File: config.mk
export PLATFORM = sky130hd
export DESIGN_NAME = lexicographic_permutation_generator_core_flat
export DESIGN_NICKNAME = d
export VERILOG_FILES = /design/src/hw/rtl/lpg_pkg.sv /design/src/hw/rtl/lpg_if.sv /design/src/hw/rtl/lpg_out_buf.sv /design/src/hw/rtl/lexicographic_permutation_generator_core.sv /design/src/flat_wrapper.sv
export SDC_FILE = /design/constraint.sdc
export NUM_CORES = 1
export LEC_CHECK = 0
export ABC_CLOCK_PERIOD_IN_PS = 16800
export BUFFER_PORTS_ARGS = -buffer_cell sky130_fd_sc_hd__buf_2
export CAP_MARGIN = 20
export CORE_UTILIZATION = 68
export DETAILED_ROUTE_END_ITERATION = 10
export GPL_TIMING_DRIVEN = 0
export PLACE_DENSITY_LB_ADDON = 0.1
export SYNTH_ARGS = -nofsm -noshare
export SYNTH_HDL_FRONTEND = slang
export SYNTH_SLANG_ARGS = --single-unit
export TNS_END_PERCENT = 50
File: constraint.sdc
create_clock -name clk -period 16.8 [get_ports clk]
set_input_delay 2.52 -clock clk [delete_from_list [all_inputs] [get_ports clk]]
set_output_delay 2.52 -clock clk [all_outputs]
set_load 0.02 [all_outputs]
File: src/hw/rtl/lpg_pkg.sv
// shared types and codes for the lexicographic permutation generator
// no dependencies; every other file refers to it by scoped names
package lpg_pkg;

  localparam int ELEM_W = 16;

  // item codes on the command channel
  localparam logic MODE_LOAD    = 1'b0;
  localparam logic MODE_ADVANCE = 1'b1;

  typedef struct packed {
    logic signed [ELEM_W-1:0] element;
    logic                     last;
    logic                     wrapped;
    logic                     overflow;
    logic                     empty_res;
  } lpg_res_t;

  typedef enum logic [3:0] {
    ST_IDLE,
    ST_RESP,
    ST_SORT_RD,
    ST_SORT_CMP,
    ST_SORT_W2,
    ST_PIV_RD,
    ST_PIV_CMP,
    ST_EMIT_PRE,
    ST_EMIT,
    ST_SUCC_RD,
    ST_SUCC_CMP,
    ST_SWAP_W2,
    ST_REV_RD,
    ST_REV_W1,
    ST_REV_W2
  } state_t;

endpackage

File: src/hw/rtl/lpg_if.sv
// valid/ready stream interfaces for the command and result channels
// depends on lpg_pkg for the payload width
interface lpg_in_if;
  logic                             valid;
  logic                             ready;
  logic                             mode;
  logic signed [lpg_pkg::ELEM_W-1:0] value;
  logic                             first;

  modport source (output valid, mode, value, first, input ready);
  modport sink   (input valid, mode, value, first, output ready);
endinterface

interface lpg_out_if;
  logic                             valid;
  logic                             ready;
  logic signed [lpg_pkg::ELEM_W-1:0] element;
  logic                             last;
  logic                             wrapped;
  logic                             overflow;
  logic                             empty_res;

  modport source (output valid, element, last, wrapped, overflow, empty_res, input ready);
  modport sink   (input valid, element, last, wrapped, overflow, empty_res, output ready);
endinterface

File: src/hw/rtl/lpg_out_buf.sv
// two-entry result queue that drives the result channel
// depends on lpg_pkg (lpg_res_t) and lpg_out_if
module lpg_out_buf (
  input  logic              clk,
  input  logic              rst,
  input  logic              push,
  input  lpg_pkg::lpg_res_t push_data,
  output logic              can_push,
  lpg_out_if.source         res
);

  lpg_pkg::lpg_res_t slot [2];
  logic              wr_ptr;
  logic              rd_ptr;
  logic [1:0]        fill;
  logic              do_push;
  logic              do_pop;
  lpg_pkg::lpg_res_t head;

  assign can_push = (fill != 2'd2);
  assign do_push  = push && can_push;
  assign do_pop   = res.valid && res.ready;
  assign head     = slot[rd_ptr];

  assign res.valid     = (fill != 2'd0);
  assign res.element   = head.element;
  assign res.last      = head.last;
  assign res.wrapped   = head.wrapped;
  assign res.overflow  = head.overflow;
  assign res.empty_res = head.empty_res;

  always_ff @(posedge clk) begin
    if (do_push) begin
      slot[wr_ptr] <= push_data;
    end
  end

  always_ff @(posedge clk) begin
    if (rst) begin
      wr_ptr <= 1'b0;
      rd_ptr <= 1'b0;
      fill   <= 2'd0;
    end else begin
      if (do_push) begin
        wr_ptr <= ~wr_ptr;
      end
      if (do_pop) begin
        rd_ptr <= ~rd_ptr;
      end
      case ({do_push, do_pop})
        2'b10:   fill <= fill + 2'd1;
        2'b01:   fill <= fill - 2'd1;
        default: fill <= fill;
      endcase
    end
  end

endmodule

File: src/hw/rtl/lexicographic_permutation_generator_core.sv
// top level of the permutation generator: sequencer, element store, shared comparator
// depends on lpg_pkg, lpg_if and lpg_out_buf
//
// usage
//   cmd channel (lpg_in_if): one beat per item. mode load appends value to the store
//   (first empties it before the write); mode advance emits the current arrangement
//   and steps it to the lexicographically next one, equal values counted once.
//   res channel (lpg_out_if): one beat per emitted element, last on the final beat
//   of an item; wrapped on every beat when the arrangement was the final one;
//   a load into a full store gives one overflow beat, an advance on an empty
//   store one empty_res beat.
// timing
//   a load is taken in the idle state and cmd.ready stays high. a load into a full store and an
//   advance on an empty store hold cmd.ready low while their single beat is
//   queued, longer while the queue is full. an advance on n elements holds
//   cmd.ready low for: the pivot scan (a read and a compare per step, at most n-1
//   steps), priming the store read, the emit of n elements, then the successor scan
//   (read and compare per step), the swap, the suffix swaps (at most n/2), and exit.
//   the first advance after loads also runs an insertion sort: a read and a compare
//   per compare step, and one more write per swap. the store has one write
//   port and two registered read ports, which sets the step structure above.
// reset
//   rst (synchronous) empties the store and clears the result queue; the store
//   contents are not cleared, only the count.
// stall
//   results go through a two-entry queue; while it is full the emit step waits and
//   nothing is lost or repeated.
module lexicographic_permutation_generator_core #(
  parameter int MAX_ELEMENTS = 8,
  parameter int VALUE_BITS   = 16
) (
  input logic       clk,
  input logic       rst,
  lpg_in_if.sink    cmd,
  lpg_out_if.source res
);

  localparam int CNT_W    = $clog2(MAX_ELEMENTS + 1);
  localparam int IDX_W    = (MAX_ELEMENTS > 1) ? $clog2(MAX_ELEMENTS) : 1;
  localparam int LOW_BITS = (VALUE_BITS < lpg_pkg::ELEM_W) ? VALUE_BITS : lpg_pkg::ELEM_W;
  localparam logic [CNT_W-1:0] MAX_CNT = CNT_W'(MAX_ELEMENTS);

  // control state
  lpg_pkg::state_t  state, state_next;
  logic [CNT_W-1:0] count, count_next;
  logic             sorted, sorted_next;
  logic [CNT_W-1:0] i_idx, i_next;     // sort outer index, then pivot index
  logic [CNT_W-1:0] j_idx, j_next;     // sort inner index, then successor index
  logic [CNT_W-1:0] k_idx, k_next;     // emit position
  logic [CNT_W-1:0] lo, lo_next;       // reverse window, inclusive low
  logic [CNT_W-1:0] hi, hi_next;       // reverse window, exclusive high
  logic             wrap, wrap_next;
  logic             resp_ovf, resp_ovf_next;

  // payload holding registers
  logic signed [VALUE_BITS-1:0] pivot_val, pivot_val_next;
  logic signed [VALUE_BITS-1:0] tmp, tmp_next;

  // element store: one write port, two registered read ports
  logic signed [VALUE_BITS-1:0] mem [MAX_ELEMENTS];
  logic signed [VALUE_BITS-1:0] qa, qb;
  logic [IDX_W-1:0]             ra, rb, wa;
  logic                         we;
  logic signed [VALUE_BITS-1:0] wd;

  // shared comparator
  logic signed [VALUE_BITS-1:0] cmp_a, cmp_b;
  logic                         gt;

  // helpers
  logic [CNT_W-1:0]             cnt_eff, i_inc, i_dec, j_dec, k_inc, hi_dec, lo_inc;
  logic                         rev_more;
  logic signed [VALUE_BITS-1:0] load_val;
  logic [lpg_pkg::ELEM_W-1:0]   elem_out;

  logic              push;
  lpg_pkg::lpg_res_t push_data;
  logic              can_push;

  lpg_out_buf u_out_buf (
    .clk       (clk),
    .rst       (rst),
    .push      (push),
    .push_data (push_data),
    .can_push  (can_push),
    .res       (res)
  );

  assign cnt_eff  = cmd.first ? '0 : count;
  assign i_inc    = i_idx + 1'b1;
  assign i_dec    = i_idx - 1'b1;
  assign j_dec    = j_idx - 1'b1;
  assign k_inc    = k_idx + 1'b1;
  assign hi_dec   = hi - 1'b1;
  assign lo_inc   = lo + 1'b1;
  assign rev_more = ({1'b0, lo} + {{CNT_W{1'b0}}, 1'b1}) < {1'b0, hi};

  // value field to store width, and store width back to the 16-bit element
  always_comb begin
    load_val = '0;
    for (int b = 0; b < LOW_BITS; b++) begin
      load_val[b] = cmd.value[b];
    end
    elem_out = {lpg_pkg::ELEM_W{qa[VALUE_BITS-1]}};
    for (int b = 0; b < LOW_BITS; b++) begin
      elem_out[b] = qa[b];
    end
  end

  // comparator operand select: sort asks s[j-1] > s[j], pivot scan s[i] > s[i-1],
  // successor scan s[j] > pivot
  always_comb begin
    cmp_a = qa;
    cmp_b = qb;
    case (state)
      lpg_pkg::ST_PIV_CMP: begin
        cmp_a = qb;
        cmp_b = qa;
      end
      lpg_pkg::ST_SUCC_CMP: begin
        cmp_a = qa;
        cmp_b = pivot_val;
      end
      default: begin
        cmp_a = qa;
        cmp_b = qb;
      end
    endcase
  end
  assign gt = cmp_a > cmp_b;

  always_ff @(posedge clk) begin
    if (we) begin
      mem[wa] <= wd;
    end
    qa <= mem[ra];
    qb <= mem[rb];
  end

  always_ff @(posedge clk) begin
    if (rst) begin
      state    <= lpg_pkg::ST_IDLE;
      count    <= '0;
      sorted   <= 1'b0;
      i_idx    <= '0;
      j_idx    <= '0;
      k_idx    <= '0;
      lo       <= '0;
      hi       <= '0;
      wrap     <= 1'b0;
      resp_ovf <= 1'b0;
    end else begin
      state    <= state_next;
      count    <= count_next;
      sorted   <= sorted_next;
      i_idx    <= i_next;
      j_idx    <= j_next;
      k_idx    <= k_next;
      lo       <= lo_next;
      hi       <= hi_next;
      wrap     <= wrap_next;
      resp_ovf <= resp_ovf_next;
    end
  end

  always_ff @(posedge clk) begin
    pivot_val <= pivot_val_next;
    tmp       <= tmp_next;
  end

  // sequencer
  always_comb begin
    state_next     = state;
    count_next     = count;
    sorted_next    = sorted;
    i_next         = i_idx;
    j_next         = j_idx;
    k_next         = k_idx;
    lo_next        = lo;
    hi_next        = hi;
    wrap_next      = wrap;
    resp_ovf_next  = resp_ovf;
    pivot_val_next = pivot_val;
    tmp_next       = tmp;
    ra             = '0;
    rb             = '0;
    we             = 1'b0;
    wa             = '0;
    wd             = qa;
    push           = 1'b0;
    push_data      = '0;
    cmd.ready      = (state == lpg_pkg::ST_IDLE);

    case (state)
      lpg_pkg::ST_IDLE: begin
        if (cmd.valid) begin
          if (cmd.mode == lpg_pkg::MODE_LOAD) begin
            if (cnt_eff >= MAX_CNT) begin
              resp_ovf_next = 1'b1;
              state_next    = lpg_pkg::ST_RESP;
            end else begin
              we          = 1'b1;
              wa          = cnt_eff[IDX_W-1:0];
              wd          = load_val;
              count_next  = cnt_eff + 1'b1;
              sorted_next = 1'b0;
            end
          end else if (count == '0) begin
            resp_ovf_next = 1'b0;
            state_next    = lpg_pkg::ST_RESP;
          end else begin
            sorted_next = 1'b1;
            if (count == CNT_W'(1)) begin
              // a single element is its own last arrangement
              wrap_next  = 1'b1;
              state_next = lpg_pkg::ST_EMIT_PRE;
            end else if (!sorted) begin
              i_next     = CNT_W'(1);
              j_next     = CNT_W'(1);
              state_next = lpg_pkg::ST_SORT_RD;
            end else begin
              i_next     = count - 1'b1;
              state_next = lpg_pkg::ST_PIV_RD;
            end
          end
        end
      end

      lpg_pkg::ST_RESP: begin
        push                = 1'b1;
        push_data.last      = 1'b1;
        push_data.overflow  = resp_ovf;
        push_data.empty_res = ~resp_ovf;
        if (can_push) begin
          state_next = lpg_pkg::ST_IDLE;
        end
      end

      // insertion sort: each compare reads in SORT_RD and compares in SORT_CMP
      lpg_pkg::ST_SORT_RD: begin
        ra         = j_dec[IDX_W-1:0];
        rb         = j_idx[IDX_W-1:0];
        state_next = lpg_pkg::ST_SORT_CMP;
      end

      lpg_pkg::ST_SORT_CMP: begin
        if (gt) begin
          we         = 1'b1;
          wa         = j_dec[IDX_W-1:0];
          wd         = qb;
          tmp_next   = qa;
          state_next = lpg_pkg::ST_SORT_W2;
        end else if (i_inc == count) begin
          i_next     = count - 1'b1;
          state_next = lpg_pkg::ST_PIV_RD;
        end else begin
          i_next     = i_inc;
          j_next     = i_inc;
          state_next = lpg_pkg::ST_SORT_RD;
        end
      end

      lpg_pkg::ST_SORT_W2: begin
        we     = 1'b1;
        wa     = j_idx[IDX_W-1:0];
        wd     = tmp;
        j_next = j_dec;
        if (j_dec != '0) begin
          state_next = lpg_pkg::ST_SORT_RD;
        end else if (i_inc == count) begin
          i_next     = count - 1'b1;
          state_next = lpg_pkg::ST_PIV_RD;
        end else begin
          i_next     = i_inc;
          j_next     = i_inc;
          state_next = lpg_pkg::ST_SORT_RD;
        end
      end

      // scan from the right for the first ascent s[i-1] < s[i]
      lpg_pkg::ST_PIV_RD: begin
        ra         = i_dec[IDX_W-1:0];
        rb         = i_idx[IDX_W-1:0];
        state_next = lpg_pkg::ST_PIV_CMP;
      end

      lpg_pkg::ST_PIV_CMP: begin
        if (gt) begin
          pivot_val_next = qa;
          wrap_next      = 1'b0;
          state_next     = lpg_pkg::ST_EMIT_PRE;
        end else if (i_dec == '0) begin
          wrap_next  = 1'b1;
          state_next = lpg_pkg::ST_EMIT_PRE;
        end else begin
          i_next     = i_dec;
          state_next = lpg_pkg::ST_PIV_RD;
        end
      end

      lpg_pkg::ST_EMIT_PRE: begin
        ra         = '0;
        k_next     = '0;
        state_next = lpg_pkg::ST_EMIT;
      end

      // one element per cycle while the queue has room
      lpg_pkg::ST_EMIT: begin
        push              = 1'b1;
        push_data.element = elem_out;
        push_data.last    = (k_inc == count);
        push_data.wrapped = wrap;
        ra                = (can_push && (k_inc != count)) ? k_inc[IDX_W-1:0]
                                                           : k_idx[IDX_W-1:0];
        if (can_push) begin
          if (k_inc == count) begin
            if (wrap) begin
              lo_next    = '0;
              hi_next    = count;
              state_next = lpg_pkg::ST_REV_RD;
            end else begin
              j_next     = count - 1'b1;
              state_next = lpg_pkg::ST_SUCC_RD;
            end
          end else begin
            k_next = k_inc;
          end
        end
      end

      // rightmost element above the pivot
      lpg_pkg::ST_SUCC_RD: begin
        ra         = j_idx[IDX_W-1:0];
        state_next = lpg_pkg::ST_SUCC_CMP;
      end

      lpg_pkg::ST_SUCC_CMP: begin
        if (gt) begin
          we         = 1'b1;
          wa         = i_dec[IDX_W-1:0];
          wd         = qa;
          state_next = lpg_pkg::ST_SWAP_W2;
        end else begin
          j_next     = j_dec;
          state_next = lpg_pkg::ST_SUCC_RD;
        end
      end

      lpg_pkg::ST_SWAP_W2: begin
        we         = 1'b1;
        wa         = j_idx[IDX_W-1:0];
        wd         = pivot_val;
        lo_next    = i_idx;
        hi_next    = count;
        state_next = lpg_pkg::ST_REV_RD;
      end

      // reverse lo..hi-1 by swapping the ends inward
      lpg_pkg::ST_REV_RD: begin
        if (rev_more) begin
          ra         = lo[IDX_W-1:0];
          rb         = hi_dec[IDX_W-1:0];
          state_next = lpg_pkg::ST_REV_W1;
        end else begin
          state_next = lpg_pkg::ST_IDLE;
        end
      end

      lpg_pkg::ST_REV_W1: begin
        we         = 1'b1;
        wa         = lo[IDX_W-1:0];
        wd         = qb;
        tmp_next   = qa;
        state_next = lpg_pkg::ST_REV_W2;
      end

      lpg_pkg::ST_REV_W2: begin
        we         = 1'b1;
        wa         = hi_dec[IDX_W-1:0];
        wd         = tmp;
        lo_next    = lo_inc;
        hi_next    = hi_dec;
        state_next = lpg_pkg::ST_REV_RD;
      end

      default: begin
        state_next = lpg_pkg::ST_IDLE;
      end
    endcase
  end

endmodule

File: src/flat_wrapper.sv
// flat-port wrapper written by rule: the top's interface ports become plain ports
module lexicographic_permutation_generator_core_flat 
#(
  parameter int MAX_ELEMENTS = 8,
  parameter int VALUE_BITS   = 16
)
  (clk, rst, cmd_valid, cmd_mode, cmd_value, cmd_first, cmd_ready, res_valid, res_element, res_last, res_wrapped, res_overflow, res_empty_res, res_ready);
  lpg_in_if cmd_i ();
  lpg_out_if res_i ();
  input logic clk;
  input logic rst;
  input wire logic [$bits(cmd_i.valid)-1:0] cmd_valid;
  input wire logic [$bits(cmd_i.mode)-1:0] cmd_mode;
  input wire logic [$bits(cmd_i.value)-1:0] cmd_value;
  input wire logic [$bits(cmd_i.first)-1:0] cmd_first;
  output wire logic [$bits(cmd_i.ready)-1:0] cmd_ready;
  output wire logic [$bits(res_i.valid)-1:0] res_valid;
  output wire logic [$bits(res_i.element)-1:0] res_element;
  output wire logic [$bits(res_i.last)-1:0] res_last;
  output wire logic [$bits(res_i.wrapped)-1:0] res_wrapped;
  output wire logic [$bits(res_i.overflow)-1:0] res_overflow;
  output wire logic [$bits(res_i.empty_res)-1:0] res_empty_res;
  input wire logic [$bits(res_i.ready)-1:0] res_ready;
  assign cmd_i.valid = cmd_valid;
  assign cmd_i.mode = cmd_mode;
  assign cmd_i.value = cmd_value;
  assign cmd_i.first = cmd_first;
  assign cmd_ready = cmd_i.ready;
  assign res_valid = res_i.valid;
  assign res_element = res_i.element;
  assign res_last = res_i.last;
  assign res_wrapped = res_i.wrapped;
  assign res_overflow = res_i.overflow;
  assign res_empty_res = res_i.empty_res;
  assign res_i.ready = res_ready;
  lexicographic_permutation_generator_core #(.MAX_ELEMENTS(MAX_ELEMENTS), .VALUE_BITS(VALUE_BITS)) u_core (.clk(clk), .rst(rst), .cmd(cmd_i), .res(res_i));
endmodule
==> results.json, run 1 <==
{
  "status": "finished, final reports clean",
  "worst-path-buf-inv": 6,
  "crit_type": "reg -> reg",
  "wirelength_um": 45550,
  "fin_util_pct": 77.17,
  "n_antenna_cell": 0,
  "gr-usage-met3_pct": 10.15,
  "area_growth_pct": 11.64,
  "drive_gt1_share_pct": 14.52,
  "fin_skew_ns": 0.01273,
  "syn_nets": 1386,
  "yosysSeqAreaShare_pct": 50.86,
  "setup_violations": 0,
  "wl_per_cell_um": 26.58,
  "yosysWarnings": 0,
  "post-place-ws_ns": 10.59,
  "synth.most_common_cell": "edfxtp_1",
  "htreeDepth": 1,
  "yosysTopAreaCellShare_pct": 41.46,
  "end_kind": "register",
  "hp-start": "u_core.hi[3]$_SDFFE_PP0P_",
  "slowest_stage": "o31ai_2",
  "fp.dieArea_um2": 21890,
  "fin_crit_sh_pct": 36.41,
  "vdd_drop_max_mv": 0.1180,
  "viasPerCell": 7.180,
  "ant_nets": 0,
  "finalCriticalPeriod_ns": 6.118,
  "min_path_type": "reg -> reg",
  "synth_area_um2": 14490,
  "vias": 12310,
  "die_height_um": 148.0,
  "cts-buffers-inserted": 27,
  "leakagePower_nw": 5.798,
  "numPlacedInstances": 1663,
  "use_met1_pct": 55.54,
  "drt_iter0_drc": 2031,
  "cts_tree": "built",
  "yosysTopAreaCell": "edfxtp_1",
  "relSlewSlack_pct": 31.15,
  "numClockSinks": 268,
  "fin_setup_tns_ns": 0,
  "place.gp.congestion": 1.046,
  "syn_inst": 1332,
  "final_max_slew_viol_count": 0,
  "drt-pass1-iter-count": 8,
  "startpoint_type": "register",
  "p_per_area_nw_per_um2": 95.63,
  "grt_use_met2_pct": 65.31,
  "fmax_ghz": 0.1635,
  "ys.flop_type": "edfxtp_1",
  "synthDistinctLibCells": 85,
  "cap_violations": 0,
  "ys_ff_latch": 268,
  "crit_path_max_fanout": 13,
  "tightestPinTransition_ns": 1.019,
  "grt_antenna_before_repair": 1,
  "ios": 44,
  "fin_nets": 1472,
  "cpMostUsedCell": "clkbuf_1",
  "die_w_um": 148.0,
  "io_buffers": 43,
  "top_usage_layer": "met2",
  "grt_first_pass_wirelength_um": 68660,
  "max_stage_delay_ns": 0.56,
  "cts_buffer_depth": 3,
  "path_clk_slew_ns": 0.06,
  "ctsResizeCount": 0,
  "gr-usage-all-layers_pct": 42.00,
  "reg2reg_from": "u_core.state[3]$_SDFFE_PP0P_",
  "post_layout_nonfiller_instances": 1714,
  "synth_area_leaders": "edfxtp_1, dfxtp_1, mux2i_1, o21ai_0, a211oi_1",
  "ys_async_sr_fraction_pct": 0,
  "initial_core_util_pct": 69.12,
  "worstPathCellList": "clkbuf_1 > clkbuf_1 > nand2b_1 > nor2_1 > clkbuf_1 > buf_1 > a22o_1 > a21oi_1 > ha_1 > nand4_1 > or3_1 > a32oi_1 > a31oi_1 > buf_4 > o31ai_2 > o311ai_0 > nor2_2 > buf_8",
  "first_global_vias": 11740,
  "setup.worst_path.start": "u_core.state[3]$_SDFFE_PP0P_",
  "setup_slack_ns": 10.68,
  "clock_latency_ns": 0.56,
  "rsz0062_at_grt": "false",
  "drc": 0,
  "grt_max_degree": 16,
  "finalPower_mw": 1.546,
  "postCtsSetupBuffers": 0,
  "grt-ovfl-total": 0,
  "holdBufCountCts": 0,
  "rows": 53,
  "core-area_um2": 20960,
  "crit_family": "buffers and inverters",
  "synth_common_cells": "edfxtp_1, o21ai_0, mux2i_1, nand2_1, nand3_1",
  "final-hold-violation-count": 0,
  "synth_edf_count": 200,
  "hpwl_um": 32160,
  "cp_data_required_time_ns": 17.04,
  "cp.arrival_ns": 6.36,
  "avgSynthCellArea_um2": 10.87,
  "cts-root-buf": "clkbuf_16"
}
## placed cells by master (no fill, tap or decap), types with 8 or more instances in the layout
cell / synthesis / routed
a31oi_1: 9 / 9
and2_1: 20 / 20
clkbuf_16: 0 / 28
nand3_1: 80 / 80
buf_2: 26 / 70
mux2_2: 37 / 37
xnor2_1: 14 / 14
nor3_1: 14 / 13
a211oi_1: 56 / 56
nor2_1: 59 / 49
a222oi_1: 20 / 20
mux2i_1: 111 / 111
nor2_2: 2 / 12
ha_1: 32 / 32
nand2_1: 108 / 108
o21ai_0: 112 / 112
a22oi_1: 8 / 8
xor2_1: 9 / 9
a21oi_1: 59 / 59
a21o_1: 10 / 10
a221o_1: 17 / 17
dfxtp_1: 68 / 68
nand2b_1: 9 / 9
nand4_1: 8 / 8
o22ai_1: 8 / 8
clkbuf_1: 64 / 70
edfxtp_1: 200 / 200
a22o_1: 15 / 15
or4_1: 18 / 18
inv_1: 21 / 21
## cell families (layout without fill, tap and decap cells)
group | Yosys count | in the layout | share of synthesized area (%)
buffers and inverters | 123 | 230 | 3.559
and+or+nand+nor | 365 | 365 | 12.92
xor gates and xnor gates | 29 | 29 | 2.168
adders and majority gates | 32 | 32 | 2.764
AOI/OAI and AO/OA | 367 | 367 | 17.18
muxes | 148 | 148 | 10.55
DFF | 268 | 268 | 50.86
## metal layers
metal  wire [µm]  part of all wire [%]
met2       20400                    45
met1       16800                    37
met3        6076                    13
met4        2257                   5.0
met5          13                 0.029
## registers in the layout, indices dropped and copies added (netlist names), named ones only
name and flops:
u_core.qb 16, u_core.mem 128, u_core.resp_ovf 1, u_core.u_out_buf.fill 2
u_core.lo 4, u_core.u_out_buf.rd_ptr 1, u_core.pivot_val 16, u_core.k_idx 4
u_core.hi 4, u_core.elem_out 16, u_core.u_out_buf.slot 40, u_core.j_idx 4
u_core.sorted 1, u_core.u_out_buf.wr_ptr 1, u_core.wrap 1, u_core.tmp 16
u_core.i_idx 4, u_core.state 4, u_core.count 4
## tightest hold or removal path, cell delays in order (launching register included)
cell	delay, ns
dfxtp_1	0.31
o21ai_0	0.06
a21oi_1	0.06
## power by group
| part | internal, mW | total [mW] | switching [mW] |
|---|---|---|---|
| Clock | 0.349 | 0.612 | 0.263 |
| Sequential | 0.740 | 0.760 | 0.0202 |
| Combinational | 0.0626 | 0.174 | 0.112 |
## layout make-up
class	instances	area [µm²]
multi-input cells	941	6638
fillers	1382	4785
inverters	22	82.58
repair buffers	57	401.6
clock inverters	14	153.9
clock buffers	36	750.7
plain buffers	101	432.9
well taps	275	344.1
flip-flops and latches	268	7367
## final timing paths
check                                                   to  slack, ns  depth (start not counted)
worst max-delay path            u_core.mem[0][2]$_DFFE_PP_      10.68                         18
worst min-delay path             u_core.hi[3]$_SDFFE_PP0P_       0.48                          2
worst max register to register  u_core.mem[0][2]$_DFFE_PP_      10.68                         18
worst min register to register   u_core.hi[3]$_SDFFE_PP0P_       0.48                          2
## through the flow
step,hold WS (ns),instance area (µm²)
2_1_floorplan,0.4450,14490
3_3_place_gp,0.4619,15040
3_5_place_dp,0.4681,15260
4_1_cts,0.4776,16160
5_1_grt,0.5171,16170
6_report,0.4771,16170
Note: power is estimated with default switching activity, not from simulation.
==> run 2, diff against run 1 <==
- ABC_AREA: not set -> 1
- ABC_CLOCK_PERIOD_IN_PS: 16800 -> 6300
- CORE_UTILIZATION: 68 -> 63
- clock period: 16.8 -> 6.3 ns (I/O delays scaled with it)
==> run 2 against run 1 <==
Setup slack got worse by 9.8 ns. Critical path type unchanged. Cell count increased by 27%. Sequential cell count unchanged. Die area increased by 9.1%. Clock-buffer cell count increased by 2. Design area increased by 1.1%. Clock skew increased by 0.0094 ns. Non-clock buffer count decreased by 21. Largest cell class unchanged. First-iteration DRC count decreased by 19%. Synthesized area increased by 1.2%.
==> results.json, run 2 <==
{
  "synth_edf_count": 200,
  "fin_setup_tns_ns": 0,
  "io_buffers": 42,
  "clock_latency_ns": 0.57,
  "synth.most_common_cell": "nand2_1",
  "drt-pass1-iter-count": 6,
  "core-area_um2": 22710,
  "setup.worst_path.start": "u_core.state[2]$_SDFFE_PP0P_",
  "reg2reg_from": "u_core.state[2]$_SDFFE_PP0P_",
  "fmax_ghz": 0.1846,
  "n_antenna_cell": 0,
  "ctsResizeCount": 0,
  "cts-buffers-inserted": 29,
  "final_max_slew_viol_count": 0,
  "cap_violations": 0,
  "drt_iter0_drc": 1637,
  "drc": 0,
  "htreeDepth": 1,
  "yosysTopAreaCellShare_pct": 40.98,
  "grt_antenna_before_repair": 1,
  "layout_commonest_cell": "nand2_1",
  "max_stage_delay_ns": 0.88,
  "cts-root-buf": "clkbuf_16",
  "fp.dieArea_um2": 23880,
  "initial_core_util_pct": 64.54,
  "cts_buffer_depth": 3,
  "wl_per_cell_um": 20.17,
  "leakagePower_nw": 7.129,
  "grt_first_pass_wirelength_um": 68100,
  "die_height_um": 154.5,
  "fillCellCount": 1787,
  "fin_skew_ns": 0.02213,
  "rrSetupSlack_ns": 0.88,
  "largest_register_ffs": 128,
  "p_per_area_nw_per_um2": 303.5,
  "first_global_vias": 12330,
  "ant_nets": 0,
  "crit_path_max_fanout": 10,
  "synthDistinctLibCells": 42,
  "worstPathCellList": "inv_1 > nor2_1 > inv_1 > nor2_1 > buf_2 > inv_2 > clkbuf_1 > o22ai_1 > a21oi_1 > ha_1 > a21oi_1 > o21ai_1 > nor2_1 > nand2_1 > nand2_1 > nand2_1 > a21oi_1 > nor2_1 > clkbuf_1 > o21bai_1",
  "vdd_drop_max_mv": 0.2445,
  "holdBufCountCts": 0,
  "cpMostUsedCell": "nor2_1",
  "vias": 13120,
  "setup_violations": 0,
  "synth_common_cells": "nand2_1, inv_1, edfxtp_1, nand3_1, nor2_1",
  "place.gp.congestion": 1.036,
  "grt_max_degree": 20,
  "fin_nets": 1926,
  "hpwl_um": 32420,
  "regMostFlops": "u_core.mem",
  "die_w_um": 154.5,
  "area_growth_pct": 11.57,
  "wirelength_um": 43940,
  "status": "finished, final reports clean",
  "rows": 55,
  "holdPathEnd": "u_core.tmp[6]$_DFFE_PP_",
  "ios": 44,
  "relSlewSlack_pct": 32.57,
  "drive_gt1_share_pct": 10.88,
  "cts_tree": "built",
  "startpoint_type": "register",
  "avgSynthCellArea_um2": 8.202,
  "hp-start": "u_core.elem_out[6]$_DFF_P_",
  "ys_async_sr_fraction_pct": 0,
  "yosysWarnings": 0,
  "setup_slack_ns": 0.8835,
  "layout_common_cells": "nand2_1, inv_1, edfxtp_1, nand3_1, nor2_1",
  "synth_area_leaders": "edfxtp_1, nand2_1, dfxtp_1, inv_1, nand3_1",
  "rr_worst_depth": 20,
  "postCtsSetupBuffers": 0,
  "finalPower_mw": 4.963,
  "viasPerCell": 6.026,
  "yosysSeqAreaShare_pct": 50.26,
  "syn_nets": 1841,
  "fin_crit_sh_pct": 85.98,
  "ys_ff_latch": 268,
  "seq_area_um2": 7367,
  "syn_inst": 1787,
  "synth_area_um2": 14660,
  "end_kind": "register",
  "gr-usage-all-layers_pct": 37.21,
  "slowest_stage": "o21bai_1",
  "numClockSinks": 268,
  "holdPathStages": 0,
  "grt-ovfl-total": 0,
  "crit_type": "reg -> reg",
  "tightestPinTransition_ns": 1.009,
  "rsz0062_at_grt": "false",
  "r2r-end": "u_core.mem[2][1]$_DFFE_PP_",
  "final-hold-violation-count": 0,
  "min_path_type": "reg -> reg",
  "cp.arrival_ns": 5.64,
  "ys.flop_type": "edfxtp_1",
  "yosysTopAreaCell": "edfxtp_1",
  "finalCriticalPeriod_ns": 5.417,
  "path_clk_slew_ns": 0.06,
  "post-place-ws_ns": 1.089,
  "multi_input_area_um2": 5968,
  "cp_data_required_time_ns": 6.52,
  "reg_top3": "u_core.mem: 128 flops, u_core.u_out_buf.slot: 40 flops"
}
run 2: changes by cell type after synthesis, moves of 18 or more:
| cell | delta |
|---|---|
| inv_1 | +216 |
| mux2i_1 | -111 |
| a222oi_1 | -20 |
| and2_1 | -20 |
| o22ai_1 | +29 |
| a211oi_1 | -39 |
| nand2_1 | +380 |
| o211ai_1 | +32 |
| o21ai_1 | +21 |
| or4_1 | -18 |
| clkbuf_1 | -35 |
| nand3_1 | +72 |
| nor2_1 | +49 |
| buf_2 | +21 |
run 2: power by group:
| part | total [mW] | internal (mW) | switching (mW) | leakage (nW) |
|---|---|---|---|---|
| Clock | 1.74 | 1.05 | 0.692 | 0.462 |
| Combinational | 1.04 | 0.313 | 0.730 | 4.24 |
| Sequential | 2.18 | 2.10 | 0.0757 | 2.42 |
| Total | 4.96 | 3.46 | 1.50 | 7.13 |
run 2: how the worst max path moves through the flow:
| stage | to |
|---|---|
| final | u_core.mem[2][1]$_DFFE_PP_ |
| after global routing | u_core.mem[2][1]$_DFFE_PP_ |
| after CTS | u_core.mem[5][3]$_DFFE_PP_ |
| after detailed placement | u_core.mem[5][3]$_DFFE_PP_ |
| after global placement | u_core.mem[5][12]$_DFFE_PP_ |
| after floorplan | u_core.mem[0][0]$_DFFE_PP_ |
run 2: critical path: cells and delay by family (launching register included):
family / cells / cell delay (ns)
buffers and inverters: 6 / 1.30
adder cells (fa/ha/maj): 1 / 0.38
AO/OA/AOI/OAI: 6 / 1.78
AND/OR/NAND/NOR: 7 / 1.21
flip-flops: 1 / 0.37
run 2: metal layers:
layer | vias up | wire length (µm) | part of all wire, % | GRT usage, %
met3 | 135 | 4707 | 11 | 6.080
li1 | 6133 | - | - | -
met2 | 854 | 19900 | 45 | 59.23
met5 | - | 12 | 0.027 | 0
met1 | 6000 | 17740 | 40 | 51.39
met4 | 2 | 1576 | 3.6 | 14.10
run 2: kinds of logic (layout without fill, tap and decap cells):
group / Yosys count / count (layout) / synth area share (%)
AOI/OAI and AO/OA: 307 / 307 / 12.29
xor gates and xnor gates: 13 / 13 / 0.7769
adders and majority gates: 32 / 32 / 2.732
buffers and inverters: 339 / 445 / 9.186
DFF: 268 / 268 / 50.26
muxes: 20 / 20 / 1.537
and+or+nand+nor: 808 / 808 / 23.21
run 2: area by class of cell:
type / count / area share [%]
Buffer: 83 / 2.357
Sequential cell: 268 / 45.05
Clock inverter: 14 / 1.240
Tap cell: 285 / 2.181
Timing Repair Buffer: 54 / 2.150
Multi-Input combinational cell: 1180 / 36.50
Inverter: 256 / 5.877
Clock buffer: 38 / 4.645
run 2: per-stage QoR:
stage,hold slack (ns),utilization (%),instances,area (µm²)
3_5_place_dp,0.4412,67.71,2124,15380
2_1_floorplan,0.4256,-,1787,14660
5_1_grt,0.4685,72.01,2178,16350
6_report,0.4615,72.01,2178,16350
3_3_place_gp,0.4346,67.04,2114,15220
4_1_cts,0.4551,71.95,2176,16340
==> run 3, diff against run 2 <==
- CORE_UTILIZATION: 63 -> 45
==> run 3 against run 2 <==
Clock skew fell by 0.0061 ns. Sequential cell count unchanged. First-iteration DRC count down 11%. Routed wire length up 5.0%. Largest power group unchanged. Total power grew 2.3%. Highest routed layer unchanged.
==> results.json, run 3 (synthesis gave the netlist of run 2 again) <==
{
  "status": "finished, final reports clean",
  "drc": 0,
  "relSlewSlack_pct": 33.10,
  "io_buffers": 42,
  "post-place-ws_ns": 1.018,
  "fin_util_pct": 52.46,
  "vdd_drop_max_mv": 0.2343,
  "core-area_um2": 31800,
  "finalCriticalPeriod_ns": 5.411,
  "gr-usage-all-layers_pct": 27.74,
  "crit_path_max_fanout": 10,
  "initial_core_util_pct": 46.09,
  "n_antenna_cell": 0,
  "grt_first_pass_wirelength_um": 70740,
  "end_kind": "register",
  "cts-buffers-inserted": 30,
  "htreeDepth": 1,
  "area_growth_pct": 13.81,
  "leakagePower_nw": 7.202,
  "rsz0062_at_grt": "false",
  "fmax_ghz": 0.1848,
  "wl_per_cell_um": 19.80,
  "drive_gt1_share_pct": 11.50,
  "fin_skew_ns": 0.01605,
  "tightestPinTransition_ns": 0.9930,
  "cts-root-buf": "clkbuf_16",
  "wirelength_um": 46150,
  "ctsResizeCount": 0,
  "vias": 13020,
  "grt_antenna_before_repair": 1,
  "cap_violations": 0,
  "crit_type": "reg -> reg",
  "postCtsSetupBuffers": 0,
  "first_global_vias": 12290,
  "drt-pass1-iter-count": 6,
  "fin_setup_tns_ns": 0,
  "layout_common_cells": "nand2_1, inv_1, edfxtp_1, nand3_1, nor2_1",
  "die_height_um": 182.5,
  "ios": 44,
  "reg_top3": "u_core.mem: 128 flops, u_core.u_out_buf.slot: 40 flops",
  "fp.dieArea_um2": 33300,
  "viasPerCell": 5.584,
  "largest_register_ffs": 128,
  "final_max_slew_viol_count": 0,
  "drt_iter0_drc": 1452,
  "startpoint_type": "register",
  "numClockSinks": 268,
  "fin_crit_sh_pct": 85.89,
  "ant_nets": 0,
  "cp_data_required_time_ns": 6.55,
  "final-hold-violation-count": 0,
  "setup_violations": 0,
  "p_per_area_nw_per_um2": 304.3,
  "holdBufCountCts": 0,
  "place.gp.congestion": 1.002,
  "cts_tree": "built",
  "setup_slack_ns": 0.8892,
  "die_w_um": 182.5,
  "fin_nets": 1926,
  "grt-ovfl-total": 0,
  "grt_max_degree": 17,
  "cts_buffer_depth": 3,
  "layout_commonest_cell": "nand2_1",
  "hpwl_um": 34450,
  "regMostFlops": "u_core.mem",
  "min_path_type": "reg -> reg",
  "clock_latency_ns": 0.59,
  "path_clk_slew_ns": 0.06,
  "rows": 65,
  "cp.arrival_ns": 5.66
}
==> run 3: changes by cell type in the layout (fill, tap and decap cells not counted), sizes merged <==
cell      delta
clkbuf       +3
bufinv       -4
clkinv       +3
clkinvlp     +1
==> run 3: report_power, final <==
group | switching [mW] | internal (mW) | total, mW
Combinational | 0.733 | 0.308 | 1.04
Sequential | 0.0724 | 2.10 | 2.18
Clock | 0.758 | 1.10 | 1.86
==> run 3: layer usage <==
layer,global-route usage (%),share of wire (%),vias to the layer above
met5,0,0.11,-
met4,9.277,2.7,2
met3,4.450,8.1,98
met2,42.63,43,554
met1,39.72,46,6213
li1,-,-,6149
==> run 3: worst paths after layout <==
path / from / end / slack (ns) / depth (start not counted)
max: u_core.state[2]$_SDFFE_PP0P_ / u_core.mem[1][2]$_DFFE_PP_ / 0.89 / 19
min: u_core.elem_out[3]$_DFF_P_ / u_core.tmp[3]$_DFFE_PP_ / 0.46 / 0
max reg2reg: u_core.state[2]$_SDFFE_PP0P_ / u_core.mem[1][2]$_DFFE_PP_ / 0.89 / 19
min reg2reg: u_core.elem_out[3]$_DFF_P_ / u_core.tmp[3]$_DFFE_PP_ / 0.46 / 0
==> run 3: through the flow <==
step | instance area (µm²) | hold WS, ns | std cells | total power, mW
final | 16680 | 0.4556 | 2331 | 5.076
after detailed placement | 15600 | 0.4457 | 2275 | 3.225
after global placement | 15410 | 0.4366 | 2264 | 3.200
after global routing | 16680 | 0.4704 | 2331 | 5.283
after floorplan | 14660 | 0.4256 | 1787 | 2.849
after CTS | 16680 | 0.4579 | 2331 | 5.070
==> run 3: cell type report <==
class	instances	area [µm²]
Clock buffer	42	952.2
Fill cell	3049	15120
Clock inverter	14	132.6
Multi-Input combinational cell	1180	5968
Buffer	83	385.4
Sequential cell	268	7367
Tap cell	435	544.3
Timing Repair Buffer	53	370.4
Inverter	256	960.9
==> run 3: critical path: stages (launching register included) <==
cell and delay [ns]:
dfxtp_1 0.37, inv_1 0.07, nor2_1 0.22, inv_1 0.09, nor2_1 0.25, buf_2 0.33
inv_2 0.17, clkbuf_1 0.29, o22ai_1 0.19, a21oi_1 0.06, ha_1 0.43, nand4_1 0.17
nor2_1 0.30, nand2_1 0.16, nand3_1 0.10, nand2_1 0.19, a21oi_1 0.40, nor2_1 0.12
clkbuf_1 0.33, o21bai_1 0.81
